**src/nul_byte_profiler_core_defines.svh**
```systemverilog
// Assertion helpers for the byte profiler
`ifndef NUL_BYTE_PROFILER_CORE_DEFINES_SVH
`define NUL_BYTE_PROFILER_CORE_DEFINES_SVH

// Same-cycle check on clk, masked while in reset
`define NBP_ASSERT(label, prop, msg) \
  label: assert property (@(posedge clk) disable iff (!rst_n) (prop)) else $error(msg);

// Next-cycle implication on clk, masked while in reset
`define NBP_ASSERT_NEXT(label, cond, prop, msg) \
  label: assert property (@(posedge clk) disable iff (!rst_n) (cond) |=> (prop)) \
    else $error(msg);

`endif

```
**src/nbp_pkg.sv**
```systemverilog
package nbp_pkg;

  typedef enum logic [1:0] {
    KIND_NONE = 2'd0,
    KIND_LE   = 2'd1,
    KIND_BE   = 2'd2
  } kind_t;

  localparam int CFG_IDX_W = 2;
  localparam int CFG_DATA_W = 16;
  localparam int OUT_CNT_W = 32;

  localparam logic [CFG_IDX_W-1:0] REG_MIN_PAIRS    = 2'd0;
  localparam logic [CFG_IDX_W-1:0] REG_BINARY_RATIO = 2'd1;

  localparam logic [15:0] MIN_PAIRS_RST    = 16'd4;
  localparam logic [15:0] BINARY_RATIO_RST = 16'd6554;

  localparam logic [7:0] ZERO_BYTE = 8'h00;
  localparam logic [15:0] PAIR_MAX = 16'hFFFF;

endpackage

```
**src/nul_byte_profiler_core.sv**
```systemverilog
// Channel  Handshake            Payload
// in       in_valid / in_stall  in_byte_value[7:0], in_is_last
// out      out_valid / out_stall out counts[31:0] x3, out_zero_heavy, out_interleave_kind
// cfg      cfg_valid / cfg_ready cfg_index[1:0], cfg_data[15:0]
//
// One byte per cycle while in_stall is low; counters update in the accept cycle.
// After its last byte a result passes the capture, ratio multiply and compare registers in order.
// Three result stages hold a result each; in_stall rises only when all are full.
// Synchronous active-low reset: min_pairs 4, binary_ratio 6554, counters cleared.
// cfg_ready is always high.
`include "nul_byte_profiler_core_defines.svh"

module nul_byte_profiler_core #(
  parameter int COUNT_WIDTH = 32
) (
  input  logic                              clk,
  input  logic                              rst_n,

  input  logic                              in_valid,
  output logic                              in_stall,
  input  logic [7:0]                        in_byte_value,
  input  logic                              in_is_last,

  output logic                              out_valid,
  input  logic                              out_stall,
  output logic [nbp_pkg::OUT_CNT_W-1:0]     out_byte_count,
  output logic [nbp_pkg::OUT_CNT_W-1:0]     out_zero_count,
  output logic [nbp_pkg::OUT_CNT_W-1:0]     out_leading_zeros,
  output logic                              out_zero_heavy,
  output nbp_pkg::kind_t                    out_interleave_kind,

  input  logic                              cfg_valid,
  output logic                              cfg_ready,
  input  logic [nbp_pkg::CFG_IDX_W-1:0]     cfg_index,
  input  logic [nbp_pkg::CFG_DATA_W-1:0]    cfg_data
);
  import nbp_pkg::*;

  localparam int CW = COUNT_WIDTH;
  localparam int PW = COUNT_WIDTH + 16;
  localparam logic [CW-1:0] CNT_ONE = CW'(1);

  // config
  logic [15:0] min_pairs_r;
  logic [15:0] binary_ratio_r;

  // per-buffer state
  logic [CW-1:0] byte_total_r, byte_total_nxt;
  logic [CW-1:0] zero_total_r, zero_total_nxt;
  logic [CW-1:0] lead_run_r, lead_run_nxt;
  logic          still_leading_r, still_leading_nxt;
  logic          pair_first_zero_r, pair_first_zero_nxt;
  logic          le_ok_r, le_ok_nxt;
  logic          be_ok_r, be_ok_nxt;
  logic          mid_pair_r, mid_pair_nxt;
  logic [15:0]   pair_cnt_r, pair_cnt_nxt;

  // result stages
  logic          a_vld_r, b_vld_r, out_valid_r;
  logic          a_ready, b_ready, o_ready;
  logic [CW-1:0] a_total_r, a_zero_r, a_lead_r;
  logic [CW-1:0] b_total_r, b_zero_r, b_lead_r;
  kind_t         a_kind_r, b_kind_r, kind_nxt;
  logic [PW-1:0] b_prod_r;

  logic [OUT_CNT_W-1:0] out_total_r, out_zero_r, out_lead_r;
  logic                 out_bin_r;
  kind_t                out_kind_r;

  logic in_fire, is_zero, enough;

  function automatic logic [OUT_CNT_W-1:0] clamp_out(input logic [CW-1:0] v);
    logic [63:0] ext;
    ext = 64'(v);
    return (|ext[63:OUT_CNT_W]) ? '1 : ext[OUT_CNT_W-1:0];
  endfunction

  assign o_ready  = !out_valid_r || !out_stall;
  assign b_ready  = !b_vld_r || o_ready;
  assign a_ready  = !a_vld_r || b_ready;
  assign in_stall = !a_ready;
  assign in_fire  = in_valid && !in_stall;
  assign is_zero  = (in_byte_value == ZERO_BYTE);
  assign cfg_ready = 1'b1;

  always_comb begin
    byte_total_nxt = (byte_total_r == '1) ? byte_total_r : byte_total_r + CNT_ONE;
    zero_total_nxt = zero_total_r;
    if (is_zero && zero_total_r != '1) begin
      zero_total_nxt = zero_total_r + CNT_ONE;
    end
    lead_run_nxt = lead_run_r;
    if (still_leading_r && is_zero && lead_run_r != '1) begin
      lead_run_nxt = lead_run_r + CNT_ONE;
    end
    still_leading_nxt   = still_leading_r && is_zero;
    pair_first_zero_nxt = pair_first_zero_r;
    le_ok_nxt           = le_ok_r;
    be_ok_nxt           = be_ok_r;
    pair_cnt_nxt        = pair_cnt_r;
    mid_pair_nxt        = !mid_pair_r;
    if (!mid_pair_r) begin
      pair_first_zero_nxt = is_zero;
    end else begin
      le_ok_nxt = le_ok_r && !pair_first_zero_r && is_zero;
      be_ok_nxt = be_ok_r && pair_first_zero_r && !is_zero;
      pair_cnt_nxt = (pair_cnt_r == PAIR_MAX) ? pair_cnt_r : pair_cnt_r + 16'd1;
    end
    enough = (pair_cnt_nxt >= min_pairs_r);
    if (enough && le_ok_nxt) begin
      kind_nxt = KIND_LE;
    end else if (enough && be_ok_nxt) begin
      kind_nxt = KIND_BE;
    end else begin
      kind_nxt = KIND_NONE;
    end
  end

  always_ff @(posedge clk) begin
    if (!rst_n) begin
      min_pairs_r    <= MIN_PAIRS_RST;
      binary_ratio_r <= BINARY_RATIO_RST;
    end else if (cfg_valid && cfg_ready) begin
      case (cfg_index)
        REG_MIN_PAIRS:    min_pairs_r    <= cfg_data;
        REG_BINARY_RATIO: binary_ratio_r <= cfg_data;
        default: ;
      endcase
    end
  end

  always_ff @(posedge clk) begin
    if (!rst_n || (in_fire && in_is_last)) begin
      byte_total_r      <= '0;
      zero_total_r      <= '0;
      lead_run_r        <= '0;
      still_leading_r   <= 1'b1;
      pair_first_zero_r <= 1'b0;
      le_ok_r           <= 1'b1;
      be_ok_r           <= 1'b1;
      mid_pair_r        <= 1'b0;
      pair_cnt_r        <= '0;
    end else if (in_fire) begin
      byte_total_r      <= byte_total_nxt;
      zero_total_r      <= zero_total_nxt;
      lead_run_r        <= lead_run_nxt;
      still_leading_r   <= still_leading_nxt;
      pair_first_zero_r <= pair_first_zero_nxt;
      le_ok_r           <= le_ok_nxt;
      be_ok_r           <= be_ok_nxt;
      mid_pair_r        <= mid_pair_nxt;
      pair_cnt_r        <= pair_cnt_nxt;
    end
  end

  always_ff @(posedge clk) begin
    if (!rst_n) begin
      a_vld_r     <= 1'b0;
      b_vld_r     <= 1'b0;
      out_valid_r <= 1'b0;
    end else begin
      if (a_ready) begin
        a_vld_r <= in_fire && in_is_last;
      end
      if (b_ready) begin
        b_vld_r <= a_vld_r;
      end
      if (o_ready) begin
        out_valid_r <= b_vld_r;
      end
    end
  end

  always_ff @(posedge clk) begin
    if (in_fire && in_is_last) begin
      a_total_r <= byte_total_nxt;
      a_zero_r  <= zero_total_nxt;
      a_lead_r  <= lead_run_nxt;
      a_kind_r  <= kind_nxt;
    end
    if (b_ready && a_vld_r) begin
      b_total_r <= a_total_r;
      b_zero_r  <= a_zero_r;
      b_lead_r  <= a_lead_r;
      b_kind_r  <= a_kind_r;
      b_prod_r  <= PW'(a_total_r) * PW'(binary_ratio_r);
    end
    if (o_ready && b_vld_r) begin
      out_total_r <= clamp_out(b_total_r);
      out_zero_r  <= clamp_out(b_zero_r);
      out_lead_r  <= clamp_out(b_lead_r);
      out_bin_r   <= ({b_zero_r, 16'h0000} > b_prod_r);
      out_kind_r  <= b_kind_r;
    end
  end

  assign out_valid           = out_valid_r;
  assign out_byte_count      = out_total_r;
  assign out_zero_count      = out_zero_r;
  assign out_leading_zeros   = out_lead_r;
  assign out_zero_heavy      = out_bin_r;
  assign out_interleave_kind = out_kind_r;

  `NBP_ASSERT(a_bin_needs_zeros, !out_valid_r || !out_bin_r || (out_zero_r != '0), "zero-heavy flag with no zeros")
  `NBP_ASSERT(a_lead_le_zero, !out_valid_r || (out_lead_r <= out_zero_r), "leading run exceeds zero count")
  `NBP_ASSERT(a_zero_le_total, !out_valid_r || (out_zero_r <= out_total_r), "zero count exceeds byte count")
  `NBP_ASSERT_NEXT(a_last_clears, in_fire && in_is_last, (byte_total_r == '0) && a_vld_r, "last beat did not close buffer")

endmodule

```
**config.mk**
```make
export PLATFORM = sky130hd
export DESIGN_NAME = nul_byte_profiler_core
export DESIGN_NICKNAME = d
export VERILOG_FILES = /design/src/nbp_pkg.sv /design/src/nul_byte_profiler_core.sv
export VERILOG_INCLUDE_DIRS = /design/src /design/src/src
export SDC_FILE = /design/constraint.sdc
export NUM_CORES = 2
export LEC_CHECK = 0
export BUFFER_PORTS_ARGS = -buffer_cell sky130_fd_sc_hd__buf_2
export CAP_MARGIN = 10
export CORE_AREA = 3 3 241 243
export DETAILED_ROUTE_END_ITERATION = 12
export DIE_AREA = 0 0 244 246
export PLACE_DENSITY = 0.79
export SLEW_MARGIN = 15
export SYNTH_ARGS = -nofsm -noshare
export SYNTH_HDL_FRONTEND = slang
export SYNTH_SLANG_ARGS = --single-unit
export TNS_END_PERCENT = 5
```
**constraint.sdc**
```tcl
create_clock -name clk -period 9.67 [get_ports clk]
set_input_delay 0.967 -clock clk [delete_from_list [all_inputs] [get_ports clk]]
set_output_delay 0.967 -clock clk [all_outputs]
set_load 0.02 [all_outputs]
```
==> flow_metrics.py <==
metrics = {
    "floorplanning": {
        "row_count": 87,
        "core_um2": 56200,
        "initial_core_util_pct": 63.7,
        "die-area_um2": 60000,
        "die_x_um": 244,
        "die_y_um": 246,
        "io_pins": 134,
    },
    "synth": {
        "synth_nets": 4029,
        "yosysSeqAreaShare_pct": 37.3,
        "synth_cell_types": 68,
        "synth_flop_cell": "edfxtp_1",
        "ys_ff_latch": 495,
        "async_flop_share_pct": 0,
        "syn_area_per_cell_um2": 10.5,
        "yosysWarnings": 0,
        "synthesis.area_um2": 35800,
        "synth_edf_count": 343,
        "syn_inst": 3407,
    },
    "critical_path": {
        "endpoint_kind": "flop",
        "cpPeakStageDelay_ns": 0.71,
        "crit_type": "flop to flop",
        "crit_required_ns": 10.01,
        "cp_max_fo": 22,
        "cp_cell_sequence": "buf_4 > nand2_1 > fa_1 > inv_1 > fa_1 > fa_1 > fa_1 > fa_1 > inv_1 > fa_1 > inv_1 > ha_1 > and4_1 > nand3_1 > nor3_1 > a21oi_1 > a31oi_1 > a31oi_1 > o21ai_0 > a21oi_1 > xnor2_1",
        "cpMostUsedCell": "fa_1",
        "critPathArrivalTime_ns": 7.68,
        "slowest_stage": "dfxtp_1",
        "worst_setup_path_start_kind": "flop",
    },
    "cts": {
        "cts.reportedPaths.clkPinSlew_ns": 0.06,
        "cts_buffers": 53,
        "clk_latency_ns": 0.61,
        "clockBufferDepth": 3,
        "clk_root_buffer_cell": "clkbuf_16",
        "htreeDepth": 2,
        "post_cts_buffers": 0,
        "cts_resized": 0,
        "cts_tree": "done",
        "clkSinkCount": 495,
        "hold_buffers": 0,
    },
    "drt": {
        "routed_wl_um": 85300,
        "wl_per_cell_um": 20.0,
        "drc": 0,
        "ant_nets": 0,
        "vias": 24700,
        "drtIter0Drc": 2131,
        "routed_via_density": 5.81,
        "firstDrtPassIters": 5,
    },
    "timing": {
        "min_period_over_period_pct": 75.9,
        "timing.setup.tns_ns": 0,
        "setup_viol": 0,
        "fin_skew_ns": 0.0242,
        "max_freq_ghz": 0.136,
        "slew-limit-headroom_pct": 26.1,
        "fin_crit_ns": 7.34,
        "slew_violations": 0,
        "tightest_slew_ns": 1.10,
        "finalHoldViolCount": 0,
        "rsz0062_at_grt": "no",
    },
    "finish": {
        "n_fill_cell": 4111,
        "final_util_pct": 69.0,
        "largest_register_ffs": 48,
        "top_register": "b_prod_r",
        "antennaDiodeCount": 0,
        "area_delta_synth_final_pct": 8.30,
        "nets": 4083,
        "drive_gt1_share_pct": 7.82,
    },
    "pwr": {
        "powerDensity_nw_per_um2": 184,
        "peakVddDrop_mv": 0.162,
        "p_leak_uw": 0.0164,
    },
    "global_route": {
        "antenna_found_initial": 1,
        "grt_pass1_vias": 26200,
        "grt_overflow": 0,
        "grt_pass1_wl_um": 137000,
        "grt_max_degree": 83,
        "grtUsageTotal_pct": 29.1,
    },
    "min_path": {
        "hp-class": "flop to flop",
    },
    "placed_design": {
        "gp_congestion": 0.957,
        "numPortBuffers": 132,
        "dpl.hpwl_um": 60900,
    },
    "run": {
        "maxCapViolations": 0,
    },
    "status": {
        "outcome": "finished clean",
    },
}
[report_power, final]
part / switching (uW) / total, uW / internal, uW
Clock: 866 / 2060 / 1190
Combinational: 1560 / 2560 / 1000
Sequential: 55.3 / 2500 / 2450
Total: 2480 / 7120 / 4640
[area by class of cell]
class                   count  area [um^2]  area share [%]
repair buffers            157          848            2.19
clock inverters            36          373           0.963
well taps                 756          946            2.44
flip-flops and latches    495        13300            34.4
inverters                 481         1810            4.67
multi-input cells        2273        20000            51.7
clock buffers              61         1410            3.64
[routing by layer]
layer	global-route usage, %	up-vias	routed length, um
li1	-	11000	-
met1	36.5	12300	31900
met2	49.4	1119	42000
met3	5.35	334	6870
met4	14.0	0	4590
met5	0	-	0
[metrics by stage]
| stage | cells | worst slack, ns | power [uW] | instance area, um^2 | hold slack, ns |
|---|---|---|---|---|---|
| after floorplan | 3407 | 0.821 | 4390 | 35800 | 0.400 |
| after global placement | 4162 | 2.55 | 5000 | 37000 | 0.400 |
| after detailed placement | 4162 | 2.51 | 5080 | 37000 | 0.405 |
| after CTS | 4259 | 2.48 | 7150 | 38700 | 0.416 |
| after global routing | 4259 | 2.02 | 7550 | 38700 | 0.418 |
| final | 4259 | 2.33 | 7120 | 38700 | 0.415 |
[path summary, 6_finish.rpt]
path         cells after the start         startpoint                 end  slack, ns
max                             21  binary_ratio_r[8]        b_prod_r[42]       2.33
min                              0      b_total_r[17]  out_byte_count[17]       0.42
max reg2reg                     21  binary_ratio_r[8]        b_prod_r[42]       2.33
min reg2reg                      0      b_total_r[17]  out_byte_count[17]       0.42
[synth_stat cells, drive strengths merged (2+ instances only)]
cell     instances  area, um^2
a31oi           11        68.8
a21boi          26         195
fa             418        8370
nand4           57         384
a211oi          11        82.6
or4              2        15.0
o22ai            2        12.5
o21ai           48         244
a21oi           76         380
and4            16         143
or2              3        18.8
o21bai           6        45.0
nand2b           5        31.3
a221oi           3        26.3
nor4            12        87.6
or3             19         119
clkbuf         137         519
xnor2          123        1080
o2bb2ai          2        17.5
o31ai            3        22.5
nor3            22         115
a21o            51         383
o31a             2        17.5
a2111oi          2        17.5
ha             172        2150
nand4b           2        17.5
nor2           162         611
dfxtp          152        3040
edfxtp         343       10300
o2111ai          2        17.5
and3            33         206
inv            481        1810
o211ai           5        37.5
nand2          540        2030
buf             21         124
nor2b            4        25.0
nor4b            2        17.5
o21a             8        60.1
mux2i            3        30.0
and2           226        1410
nand3           63         330
mux2             5        56.3
xor2           114         998
[cells by family after synthesis]
group / Yosys count / synth area share (%)
AND/OR/NAND/NOR: 1172 / 15.6
XOR/XNOR: 237 / 5.80
AO/OA/AOI/OAI: 265 / 4.74
multiplexers: 8 / 0.241
adder cells (fa/ha/maj): 590 / 29.4
other: 1 / 0.0105
buffers and inverters: 639 / 6.85
flip-flops: 495 / 37.3
[cell usage in the layout, fill, tap and decap left out, types with 60 or more instances in the layout]
master,netlist,final
nand2_1,540,539
ha_1,172,172
nor2_1,161,161
edfxtp_1,343,343
inv_1,481,480
and2_1,226,226
nand3_1,60,60
fa_1,418,418
a21oi_1,76,76
dfxtp_1,152,151
buf_2,15,132
xnor2_1,123,123
xor2_1,114,114
[worst max-delay path, delay by kind of cell (launching register included)]
family / cells / cell delay [ns]
adders and majority gates: 7 / 3.54
AOI/OAI and AO/OA: 5 / 1.29
and+or+nand+nor: 4 / 0.74
DFF: 1 / 0.71
buffers and inverters: 4 / 0.64
xor gates and xnor gates: 1 / 0.14
(Power assumes the default switching activity.)
